<file path="src/rtl/thomas_fermi_euler_integrator_core_assert.svh">
// ----------------------------------------------------------------------------
// Assertion macros for the Thomas-Fermi Euler integrator
// Define ASSERT_OFF to compile the checks out.
// ----------------------------------------------------------------------------
`ifndef THOMAS_FERMI_EULER_INTEGRATOR_CORE_ASSERT_SVH
`define THOMAS_FERMI_EULER_INTEGRATOR_CORE_ASSERT_SVH

`ifndef ASSERT_OFF

// checked only while out of reset
`define TFEI_ASSERT(lbl, clk_s, rst_ns, prop) \
  lbl: assert property (@(posedge clk_s) disable iff (!rst_ns) prop) \
    else $error("tfei assertion failed");

// checked on every edge, reset included
`define TFEI_ASSERT_ALWAYS(lbl, clk_s, prop) \
  lbl: assert property (@(posedge clk_s) prop) \
    else $error("tfei assertion failed");

`else

`define TFEI_ASSERT(lbl, clk_s, rst_ns, prop)
`define TFEI_ASSERT_ALWAYS(lbl, clk_s, prop)

`endif

`endif

</file>
<file path="src/rtl/tfei_pkg.sv">
// ----------------------------------------------------------------------------
// tfei_pkg
// Microcode format, control program and shared constants of the integrator.
// ----------------------------------------------------------------------------
`default_nettype none

package tfei_pkg;

  localparam int PC_W      = 5;
  localparam int CNT_W     = 6;
  localparam int DIV_STEPS = 64;   // one quotient bit per step
  localparam int SQRT_STEPS = 32;  // one root bit per step

  typedef logic [PC_W-1:0]  pc_t;
  typedef logic [CNT_W-1:0] cnt_t;
  typedef logic [1:0]       phase_t;

  localparam phase_t PH_IDLE   = 2'd0;
  localparam phase_t PH_FIRST  = 2'd1;
  localparam phase_t PH_SECOND = 2'd2;
  localparam phase_t PH_LATER  = 2'd3;

  localparam logic signed [31:0] PHI_ONE        = 32'sh1000_0000;  // 1.0 in Q4.28
  localparam logic signed [31:0] INIT_SLOPE_RST = -32'sd26642268;

  typedef enum logic [4:0] {
    OP_NONE,
    OP_LATCH,
    OP_DX,
    OP_MUL_SD,
    OP_PHI,
    OP_DIV_INIT,
    OP_DIV_STEP,
    OP_SQRT_INIT,
    OP_SQRT_STEP,
    OP_MUL_PS,
    OP_M,
    OP_MUL_LO,
    OP_ACC_LO,
    OP_MUL_HI,
    OP_SLOPE,
    OP_KEEP,
    OP_ZERO,
    OP_COMMIT,
    OP_START,
    OP_OUT
  } op_t;

  typedef enum logic [3:0] {
    C_NEXT,
    C_ALWAYS,
    C_NOACC,
    C_START,
    C_NORUN,
    C_PHASE1,
    C_NEGP,
    C_PXZ,
    C_LOOP,
    C_OUTBUSY
  } cnd_t;

  typedef struct packed {
    op_t  op;
    cnd_t cnd;
    pc_t  tgt;
  } uword_t;

  typedef struct packed {
    logic start;
    logic norun;
    logic phase1;
    logic negp;
    logic pxz;
    logic cnt_nz;
  } dp_flags_t;

  typedef struct packed {
    logic      acc;
    logic      out_busy;
    dp_flags_t dp;
  } stat_t;

  // program addresses
  localparam pc_t A_OUT       = 5'd0;
  localparam pc_t A_WAIT      = 5'd1;
  localparam pc_t A_DX        = 5'd2;
  localparam pc_t A_MUL_SD    = 5'd3;
  localparam pc_t A_PHI       = 5'd4;
  localparam pc_t A_DIV_INIT  = 5'd5;
  localparam pc_t A_PXZ       = 5'd6;
  localparam pc_t A_DIV_STEP  = 5'd7;
  localparam pc_t A_SQRT_INIT = 5'd8;
  localparam pc_t A_SQRT_STEP = 5'd9;
  localparam pc_t A_MUL_PS    = 5'd10;
  localparam pc_t A_M         = 5'd11;
  localparam pc_t A_MUL_LO    = 5'd12;
  localparam pc_t A_ACC_LO    = 5'd13;
  localparam pc_t A_MUL_HI    = 5'd14;
  localparam pc_t A_SLOPE     = 5'd15;
  localparam pc_t A_COMMIT    = 5'd16;
  localparam pc_t A_KEEP      = 5'd17;
  localparam pc_t A_ZERO      = 5'd18;
  localparam pc_t A_START     = 5'd19;

  // cond true -> jump to tgt, else fall through to pc+1
  function automatic uword_t rom_word(pc_t a);
    uword_t w;
    case (a)
      A_OUT:       w = '{op: OP_OUT,       cnd: C_OUTBUSY, tgt: A_OUT};
      A_WAIT:      w = '{op: OP_LATCH,     cnd: C_NOACC,   tgt: A_WAIT};
      A_DX:        w = '{op: OP_DX,        cnd: C_START,   tgt: A_START};
      A_MUL_SD:    w = '{op: OP_MUL_SD,    cnd: C_NORUN,   tgt: A_OUT};
      A_PHI:       w = '{op: OP_PHI,       cnd: C_PHASE1,  tgt: A_KEEP};
      A_DIV_INIT:  w = '{op: OP_DIV_INIT,  cnd: C_NEGP,    tgt: A_ZERO};
      A_PXZ:       w = '{op: OP_NONE,      cnd: C_PXZ,     tgt: A_KEEP};
      A_DIV_STEP:  w = '{op: OP_DIV_STEP,  cnd: C_LOOP,    tgt: A_DIV_STEP};
      A_SQRT_INIT: w = '{op: OP_SQRT_INIT, cnd: C_NEXT,    tgt: A_WAIT};
      A_SQRT_STEP: w = '{op: OP_SQRT_STEP, cnd: C_LOOP,    tgt: A_SQRT_STEP};
      A_MUL_PS:    w = '{op: OP_MUL_PS,    cnd: C_NEXT,    tgt: A_WAIT};
      A_M:         w = '{op: OP_M,         cnd: C_NEXT,    tgt: A_WAIT};
      A_MUL_LO:    w = '{op: OP_MUL_LO,    cnd: C_NEXT,    tgt: A_WAIT};
      A_ACC_LO:    w = '{op: OP_ACC_LO,    cnd: C_NEXT,    tgt: A_WAIT};
      A_MUL_HI:    w = '{op: OP_MUL_HI,    cnd: C_NEXT,    tgt: A_WAIT};
      A_SLOPE:     w = '{op: OP_SLOPE,     cnd: C_NEXT,    tgt: A_WAIT};
      A_COMMIT:    w = '{op: OP_COMMIT,    cnd: C_ALWAYS,  tgt: A_OUT};
      A_KEEP:      w = '{op: OP_KEEP,      cnd: C_ALWAYS,  tgt: A_COMMIT};
      A_ZERO:      w = '{op: OP_ZERO,      cnd: C_ALWAYS,  tgt: A_COMMIT};
      A_START:     w = '{op: OP_START,     cnd: C_ALWAYS,  tgt: A_OUT};
      default:     w = '{op: OP_NONE,      cnd: C_ALWAYS,  tgt: A_WAIT};
    endcase
    return w;
  endfunction

endpackage

`default_nettype wire

</file>
<file path="src/rtl/tfei_seq.sv">
// ----------------------------------------------------------------------------
// tfei_seq
// Step counter and control store: fetches one control word per cycle and
// takes the conditional jump it names.
// ----------------------------------------------------------------------------
`default_nettype none

module tfei_seq (
  input  wire logic            clk,
  input  wire logic            rst_n,
  input  wire tfei_pkg::stat_t st,
  output tfei_pkg::uword_t     uw
);

  tfei_pkg::pc_t pc_r;
  tfei_pkg::pc_t pc_nxt;
  logic          take;

  assign uw = tfei_pkg::rom_word(pc_r);

  always_comb begin
    case (uw.cnd)
      tfei_pkg::C_NEXT:    take = 1'b0;
      tfei_pkg::C_ALWAYS:  take = 1'b1;
      tfei_pkg::C_NOACC:   take = !st.acc;
      tfei_pkg::C_START:   take = st.dp.start;
      tfei_pkg::C_NORUN:   take = st.dp.norun;
      tfei_pkg::C_PHASE1:  take = st.dp.phase1;
      tfei_pkg::C_NEGP:    take = st.dp.negp;
      tfei_pkg::C_PXZ:     take = st.dp.pxz;
      tfei_pkg::C_LOOP:    take = st.dp.cnt_nz;
      tfei_pkg::C_OUTBUSY: take = st.out_busy;
      default:             take = 1'b0;
    endcase
    pc_nxt = take ? uw.tgt : pc_r + tfei_pkg::PC_W'(1);
  end

  always_ff @(posedge clk) begin
    if (!rst_n) begin
      pc_r <= tfei_pkg::A_WAIT;
    end else begin
      pc_r <= pc_nxt;
    end
  end

endmodule

`default_nettype wire

</file>
<file path="config.mk">
export PLATFORM = sky130hd
export DESIGN_NAME = tfei_seq
export DESIGN_NICKNAME = d
export VERILOG_FILES = /design/src/rtl/thomas_fermi_euler_integrator_core_assert.svh /design/src/rtl/tfei_pkg.sv /design/src/rtl/tfei_seq.sv
export SDC_FILE = /design/constraint.sdc
export NUM_CORES = 1
export LEC_CHECK = 0
export BUFFER_PORTS_ARGS = -buffer_cell sky130_fd_sc_hd__buf_2
export CORE_MARGIN = 2
export CORE_UTILIZATION = 54
export DETAILED_ROUTE_END_ITERATION = 10
export HOLD_SLACK_MARGIN = 0.03
export PLACE_DENSITY = 0.77
export RECOVER_POWER = 50
export SETUP_SLACK_MARGIN = 0.4
export SLEW_MARGIN = 20
export SYNTH_ARGS = -nofsm -noshare
export SYNTH_HDL_FRONTEND = slang
export SYNTH_SLANG_ARGS = --single-unit
</file>
<file path="constraint.sdc">
create_clock -name clk -period 3.7 [get_ports clk]
set_clock_uncertainty 0.05 [all_clocks]
set_input_delay 0.37 -clock clk [delete_from_list [all_inputs] [get_ports clk]]
set_output_delay 0.37 -clock clk [all_outputs]
set_load 0.05 [all_outputs]
</file>
==> results of run 1 <==
==> metrics by stage <==
stage                     worst slack [ns]  util [%]  instances
after floorplan                      0.550         -        140
after global placement               0.952      62.1        189
after detailed placement             0.796      62.1        189
after CTS                            0.828      63.3        193
after global routing                 0.429      61.8        193
final                                0.699      61.8        193
==> layer usage <==
metal | share of wire [%] | GRT usage, % | up-vias
met5 | 0 | 0 | -
met2 | 49 | 40.5 | 39
li1 | - | - | 546
met1 | 44 | 29.4 | 533
met4 | 0.85 | 7.46 | 0
met3 | 6.4 | 5.56 | 3
==> worst register-to-register path: stages (launching register included) <==
cell      delay [ns]
dfxtp_1         0.38
mux4_2          0.35
nor2b_1         0.04
nor4_1          0.58
mux2i_1         0.19
nor2b_1         0.37
inv_1           0.17
ha_1            0.36
inv_1           0.07
a221oi_1        0.26
o21ai_0         0.10
==> power by group <==
part           leakage (nW)  switching [mW]  internal, mW
Sequential            0.157          0.0721         0.279
Clock                0.0150          0.0621        0.0422
Combinational         0.389           0.542         0.270
==> path summary, 6_finish.rpt <==
path / from / endpoint / slack (ns) / depth (start not counted)
hold / removal: rst_n / uw[10]$_DFF_P_ / 0.40 / 3
setup / recovery: uw[5]$_SDFF_PP1_ / uw[10]$_DFF_P_ / 0.70 / 10
setup reg to reg: uw[5]$_SDFF_PP1_ / uw[10]$_DFF_P_ / 0.70 / 10
hold reg to reg: uw[0]$_DFF_P_ / uw[9]$_DFF_P_ / 0.65 / 3
==> cells in the final DEF (no fill, tap or decap), types with 2 or more instances in the layout <==
master	synthesis	final
nor4b_1	2	2
nor2_1	10	10
inv_1	8	8
buf_2	0	9
clkbuf_4	0	3
ha_1	9	9
nor4_1	3	4
mux2_2	2	2
mux2i_1	9	9
nand2b_1	4	4
nand3_1	3	3
inv_2	2	2
o21ai_0	11	11
clkbuf_1	1	15
xnor2_1	2	2
dfxtp_1	19	19
a21oi_1	6	6
nor2b_1	4	4
and2_0	1	2
nand2_1	18	18
==> logic make-up after synthesis <==
family,Yosys count,share of synthesized area (%)
simple gates,53,23.4
compound gates,30,16.5
flops,19,31.5
buf+inv,13,4.66
mux,13,12.4
fa+ha+maj,9,9.33
xor+xnor,3,2.18
==> flip-flops by register name, indices dropped and copies added, names as in the netlist <==
name	flops
pc_r	5
uw	14
==> layout make-up <==
type | count | share of cell area, %
clock buffers | 4 | 1.96
inverters | 10 | 2.80
multi-input cells | 108 | 56.4
flip-flops and latches | 19 | 28.4
well taps | 28 | 2.61
repair buffers | 24 | 7.84
==> impl_metrics.xml, run 1 <==
<?xml version="1.0" encoding="UTF-8"?>
<metrics>
  <group name="synth">
    <metric name="top_count_cell_post_synth" unit="">dfxtp_1</metric>
    <metric name="synth_nets" unit="">159</metric>
    <metric name="netlist_top_cells_count" unit="">dfxtp_1 (19), nand2_1 (18), o21ai_0 (11), nor2_1 (10)</metric>
    <metric name="yosys_warnings" unit="">0</metric>
    <metric name="synthArstFlopShare" unit="%">0</metric>
    <metric name="post_synth_num_cell_types" unit="">42</metric>
    <metric name="synthesis.instances" unit="">140</metric>
    <metric name="yosys.area.top_type_share" unit="%">31.5</metric>
    <metric name="yosys-top-cells-area" unit="">dfxtp_1 (32%), ha_1 (9.3%), mux2i_1 (7.5%)</metric>
    <metric name="synth-edff-count" unit="">0</metric>
    <metric name="syn_area" unit="mm²">0.00121</metric>
    <metric name="postSynthAreaPerCell" unit="µm²">8.62</metric>
    <metric name="synth_largest_area_cell" unit="">dfxtp_1</metric>
    <metric name="yosys_register_bits" unit="">19</metric>
    <metric name="synth-main-ff-cell" unit="">dfxtp_1</metric>
    <metric name="synth-seq-area-share" unit="%">31.5</metric>
  </group>
  <group name="floorplan">
    <metric name="floorplan.die.height" unit="µm">51.3</metric>
    <metric name="dieArea" unit="mm²">0.00263</metric>
    <metric name="initial_utilization" unit="%">55.7</metric>
    <metric name="chip_width" unit="µm">51.3</metric>
    <metric name="floorplan.rows" unit="">17</metric>
    <metric name="io-pin-count" unit="">24</metric>
    <metric name="core_area" unit="mm²">0.00217</metric>
  </group>
  <group name="timing">
    <metric name="finalHoldWorstSlack" unit="ns">0.403</metric>
    <metric name="timing.final.max_slew_violations" unit="">0</metric>
    <metric name="setup_viol" unit="">0</metric>
    <metric name="timing.final.crit_share" unit="%">81.1</metric>
    <metric name="rsz0062_at_grt" unit="">no</metric>
    <metric name="maxSlewHeadroom" unit="%">57.6</metric>
    <metric name="tightestPinTransition" unit="ns">0.629</metric>
    <metric name="achievable-frequency" unit="MHz">333</metric>
    <metric name="timing.final.crit_period" unit="ns">3.00</metric>
    <metric name="timing_hold_violations_final" unit="">0</metric>
    <metric name="setup_total_negative_slack" unit="ns">0</metric>
  </group>
  <group name="clocking">
    <metric name="post_cts_buffers" unit="">0</metric>
    <metric name="tritoncts_num_sinks" unit="">19</metric>
    <metric name="cts_max_level" unit="">1</metric>
    <metric name="tritoncts" unit="">built</metric>
    <metric name="post_cts_hold_buffer_count" unit="">0</metric>
    <metric name="cts_root_buf" unit="">clkbuf_4</metric>
    <metric name="cts_made_buffers" unit="">3</metric>
    <metric name="cts.path.max_buffers" unit="">2</metric>
    <metric name="cts.repair.resized" unit="">0</metric>
    <metric name="cts.reportedPaths.clkPinSlew" unit="ns">0.10</metric>
    <metric name="clock_insertion_delay_worst_skew" unit="ns">0.31</metric>
  </group>
  <group name="placement">
    <metric name="place.gp.congestion" unit="">0.897</metric>
    <metric name="placed_area" unit="mm²">0.00135</metric>
    <metric name="place.port_buffers" unit="">23</metric>
    <metric name="detailedPlacementHpwl" unit="µm">2120</metric>
  </group>
  <group name="setup_path">
    <metric name="timing.critical_path.arrival" unit="ns">3.16</metric>
    <metric name="timing.critical_path.required" unit="ns">3.86</metric>
    <metric name="crit_slowest_cell" unit="">nor4_1</metric>
    <metric name="timing.critical_path.slowest_cell_delay" unit="ns">0.58</metric>
    <metric name="critPathLaunchType" unit="">flip-flop</metric>
    <metric name="critical_path_buf_inv_count" unit="">2</metric>
    <metric name="critPathTopFamily" unit="">simple AND/OR/NAND/NOR gates</metric>
    <metric name="criticalPathCategory" unit="">flip-flop to flip-flop</metric>
    <metric name="crit_chain" unit="">mux4_2 -&gt; nor2b_1 -&gt; nor4_1 -&gt; mux2i_1 -&gt; nor2b_1 -&gt; inv_1 -&gt; ha_1 -&gt; inv_1 -&gt; a221oi_1 -&gt; o21ai_0</metric>
    <metric name="timing.critical_path.fanout_max" unit="">5</metric>
    <metric name="crit_path_end_kind" unit="">flip-flop</metric>
  </group>
  <group name="power">
    <metric name="design_power_total" unit="mW">1.27</metric>
    <metric name="power.density_cell_area" unit="mW/mm²">946</metric>
    <metric name="power.leakage" unit="nW">0.561</metric>
    <metric name="maximum_vdd_drop" unit="V">0.000510</metric>
  </group>
  <group name="final_layout">
    <metric name="finalInstanceArea" unit="mm²">0.00134</metric>
    <metric name="insertedDiodeCount" unit="">0</metric>
    <metric name="final-seq-area" unit="µm²">380</metric>
    <metric name="syn_to_final_growth" unit="%">11.0</metric>
    <metric name="layout_cells_sized_above_1" unit="%">13.3</metric>
    <metric name="design.final.nets" unit="">185</metric>
    <metric name="multi_input_gate_area" unit="µm²">756</metric>
    <metric name="layout.filler_cells" unit="">201</metric>
  </group>
  <group name="worst_hold_path">
    <metric name="hold_path.class" unit="">input port to flip-flop</metric>
  </group>
  <group name="detailed_routing">
    <metric name="drc_viols" unit="">0</metric>
    <metric name="detail_route.wl_per_cell" unit="µm">14.7</metric>
    <metric name="antenna_violating_nets_post_route" unit="">0</metric>
    <metric name="drt_first_iter_violations" unit="">29</metric>
    <metric name="first_pass_iters" unit="">4</metric>
    <metric name="post_drt_via_cell_ratio" unit="">5.81</metric>
    <metric name="detail_route.wirelength" unit="µm">2840</metric>
    <metric name="route.vias.total" unit="">1121</metric>
  </group>
  <group name="grt">
    <metric name="grt.total_usage" unit="%">23.7</metric>
    <metric name="grt_antenna_before_repair" unit="">0</metric>
    <metric name="grt_start_max_net_pins" unit="">21</metric>
    <metric name="overflow" unit="">0</metric>
    <metric name="grt_pass1_vias" unit="">1034</metric>
    <metric name="wire_length_of_the_first_global_routing_pass" unit="µm">4660</metric>
  </group>
  <group name="run">
    <metric name="maxCapViolCount" unit="">0</metric>
  </group>
  <group name="status">
    <metric name="run_status" unit="">finished, final reports clean</metric>
  </group>
</metrics>
Power figures use the tool's default switching activity.
==> run 2: changes to the inputs <==
==> constraint.sdc (replaced) <==
create_clock -name clk -period 2.9 [get_ports clk]
set_clock_uncertainty 0.05 [all_clocks]
set_input_delay 0.29 -clock clk [delete_from_list [all_inputs] [get_ports clk]]
set_output_delay 0.29 -clock clk [all_outputs]
set_load 0.05 [all_outputs]
==> impl_metrics.xml, run 2 (synthesized netlist as in run 1, its figures left out) <==
<?xml version="1.0" encoding="UTF-8"?>
<metrics>
  <group name="timing">
    <metric name="tightestPinTransition" unit="ns">0.567</metric>
    <metric name="timing_hold_violations_final" unit="">0</metric>
    <metric name="rsz0062_at_grt" unit="">yes</metric>
    <metric name="maxSlewHeadroom" unit="%">61.1</metric>
    <metric name="timing.final.max_slew_violations" unit="">0</metric>
    <metric name="post_route_worst_setup_slack" unit="ns">0.362</metric>
    <metric name="finalHoldWorstSlack" unit="ns">0.328</metric>
    <metric name="setup_viol" unit="">0</metric>
    <metric name="achievable-frequency" unit="MHz">394</metric>
    <metric name="setup_total_negative_slack" unit="ns">0</metric>
    <metric name="timing.final.crit_share" unit="%">87.5</metric>
    <metric name="timing.final.crit_period" unit="ns">2.54</metric>
  </group>
  <group name="clocking">
    <metric name="clock_insertion_delay_worst_skew" unit="ns">0.30</metric>
    <metric name="cts.path.max_buffers" unit="">2</metric>
    <metric name="tritoncts" unit="">built</metric>
    <metric name="post_cts_hold_buffer_count" unit="">0</metric>
    <metric name="cts_max_level" unit="">1</metric>
    <metric name="cts.reportedPaths.clkPinSlew" unit="ns">0.11</metric>
    <metric name="cts_made_buffers" unit="">3</metric>
    <metric name="cts_root_buf" unit="">clkbuf_4</metric>
    <metric name="tritoncts_num_sinks" unit="">19</metric>
  </group>
  <group name="grt">
    <metric name="grt_antenna_before_repair" unit="">0</metric>
    <metric name="grt_pass1_vias" unit="">993</metric>
    <metric name="grt.total_usage" unit="%">24.3</metric>
    <metric name="grt_start_max_net_pins" unit="">21</metric>
    <metric name="wire_length_of_the_first_global_routing_pass" unit="µm">4690</metric>
    <metric name="overflow" unit="">0</metric>
  </group>
  <group name="worst_hold_path">
    <metric name="hold_path.class" unit="">input port to flip-flop</metric>
  </group>
  <group name="detailed_routing">
    <metric name="route.vias.total" unit="">1127</metric>
    <metric name="drc_viols" unit="">0</metric>
    <metric name="post_drt_via_cell_ratio" unit="">5.75</metric>
    <metric name="detail_route.wirelength" unit="µm">2940</metric>
    <metric name="drt_first_iter_violations" unit="">30</metric>
    <metric name="first_pass_iters" unit="">4</metric>
    <metric name="antenna_violating_nets_post_route" unit="">0</metric>
    <metric name="detail_route.wl_per_cell" unit="µm">15.0</metric>
  </group>
  <group name="setup_path">
    <metric name="crit_path_end_kind" unit="">flip-flop</metric>
    <metric name="timing.critical_path.arrival" unit="ns">2.68</metric>
    <metric name="timing.critical_path.fanout_max" unit="">5</metric>
    <metric name="critPathLaunchType" unit="">flip-flop</metric>
    <metric name="criticalPathCategory" unit="">flip-flop to flip-flop</metric>
    <metric name="timing.critical_path.required" unit="ns">3.04</metric>
  </group>
  <group name="final_layout">
    <metric name="insertedDiodeCount" unit="">0</metric>
    <metric name="layout.cells.most_common" unit="">nand2_1</metric>
    <metric name="layout_common_cells" unit="">nand2_1 (18), dfxtp_1 (16), clkbuf_1 (15)</metric>
    <metric name="largest_register_ff_count" unit="">14</metric>
    <metric name="layout_cells_sized_above_1" unit="%">22.0</metric>
    <metric name="syn_to_final_growth" unit="%">18.0</metric>
    <metric name="design.final.nets" unit="">188</metric>
    <metric name="finalInstanceArea" unit="mm²">0.00143</metric>
  </group>
  <group name="power">
    <metric name="power.switching_fraction" unit="%">51.5</metric>
    <metric name="switchingPower" unit="mW">0.915</metric>
    <metric name="power.density_cell_area" unit="mW/mm²">1250</metric>
    <metric name="seq_power_share" unit="%">25.6</metric>
    <metric name="maximum_vdd_drop" unit="V">0.000885</metric>
    <metric name="pwr-share-comb" unit="%">66.7</metric>
    <metric name="design_power_total" unit="mW">1.78</metric>
    <metric name="power.leakage" unit="nW">0.590</metric>
    <metric name="internal-power" unit="mW">0.861</metric>
    <metric name="power_frac_clock" unit="%">7.6</metric>
  </group>
  <group name="placement">
    <metric name="detailedPlacementHpwl" unit="µm">2170</metric>
    <metric name="place.port_buffers" unit="">23</metric>
    <metric name="place_worst_setup_slack" unit="ns">0.408</metric>
    <metric name="place.gp.congestion" unit="">0.872</metric>
    <metric name="placed_area" unit="mm²">0.00139</metric>
  </group>
  <group name="status">
    <metric name="run_status" unit="">finished, final reports clean</metric>
  </group>
  <group name="run">
    <metric name="maxCapViolCount" unit="">0</metric>
  </group>
  <group name="floorplan">
    <metric name="dieArea" unit="mm²">0.00263</metric>
    <metric name="chip_width" unit="µm">51.3</metric>
    <metric name="core_area" unit="mm²">0.00217</metric>
    <metric name="floorplan.die.height" unit="µm">51.3</metric>
    <metric name="initial_utilization" unit="%">55.7</metric>
    <metric name="io-pin-count" unit="">24</metric>
    <metric name="floorplan.rows" unit="">17</metric>
  </group>
</metrics>
[run 2: changes by cell type in the layout (fill, tap and decap cells not counted), moves of 2 or more]
cell | previous run | this run
buf_4 | 1 | 3
dfxtp_1 | 19 | 16
dfxtp_4 | 0 | 2
ha_1 | 9 | 7
inv_1 | 8 | 6
inv_2 | 2 | 4
nor2b_1 | 4 | 2
o21ai_0 | 11 | 9
o21ai_1 | 0 | 2
[run 2: final timing paths]
| check | from | cells after the start | slack [ns] | to |
|---|---|---|---|---|
| worst max-delay path | uw[5]$_SDFF_PP1_ | 12 | 0.36 | uw[11]$_DFF_P_ |
| worst min-delay path | rst_n | 2 | 0.33 | pc_r[1]$_SDFF_PN0_ |
| worst max register to register | uw[5]$_SDFF_PP1_ | 12 | 0.36 | uw[11]$_DFF_P_ |
| worst min register to register | uw[0]$_DFF_P_ | 3 | 0.65 | uw[9]$_DFF_P_ |
[run 2: what timing repair did]
action | in CTS | in global routing
setup endpoints to repair | 3 | 8
pin swaps | 0 | 1
resized for setup | 2 | 1
hold endpoints to repair | 0 | 0
buffers inserted | 0 | 3
[run 2: worst max-delay path, cell delays in order, from the launching register on]
cell and delay, ns:
dfxtp_4 0.38, mux4_2 0.34, nor2b_2 0.05, nor4_4 0.38, mux2i_1 0.40, nor2b_4 0.09, inv_2 0.11, ha_4 0.14
mux2i_1 0.06, nand2_1 0.08, nor2_1 0.04, a311oi_1 0.21, o21ai_1 0.08
[run 2: power groups by stage]
stage	clock network [mW]	logic, mW	registers (mW)
6_report	0.135	1.19	0.455
5_1_grt	0.150	1.29	0.475
4_1_cts	0.136	1.17	0.454
3_5_place_dp	0	1.15	0.461
3_3_place_gp	0	1.15	0.454
2_1_floorplan	0	0.704	0.677
[run 2: cell type report]
cell class                 instances  area [µm²]
clock buffer                       4        26.3
fill                             195         744
inverter                          10        37.5
multi-input combinational        108         806
sequential                        19         389
tap                               28        35.0
timing repair buffer              27         131
[run 2: stage by stage]
| stage | utilization [%] | cells |
|---|---|---|
| final | 65.7 | 196 |
| after global routing | 65.7 | 196 |
| after CTS | 65.6 | 193 |
| after detailed placement | 64.0 | 189 |
| after global placement | 64.0 | 189 |
| after floorplan | - | 140 |
[run 2: layer usage]
| layer | wire length [µm] | vias up | global-route usage (%) | part of all wire (%) |
|---|---|---|---|---|
| met5 | 0 | - | 0 | 0 |
| met4 | 87 | 0 | 14.5 | 3.0 |
| met3 | 151 | 8 | 3.51 | 5.1 |
| met2 | 1340 | 32 | 37.7 | 46 |
| met1 | 1360 | 533 | 31.9 | 46 |
| li1 | - | 554 | - | - |
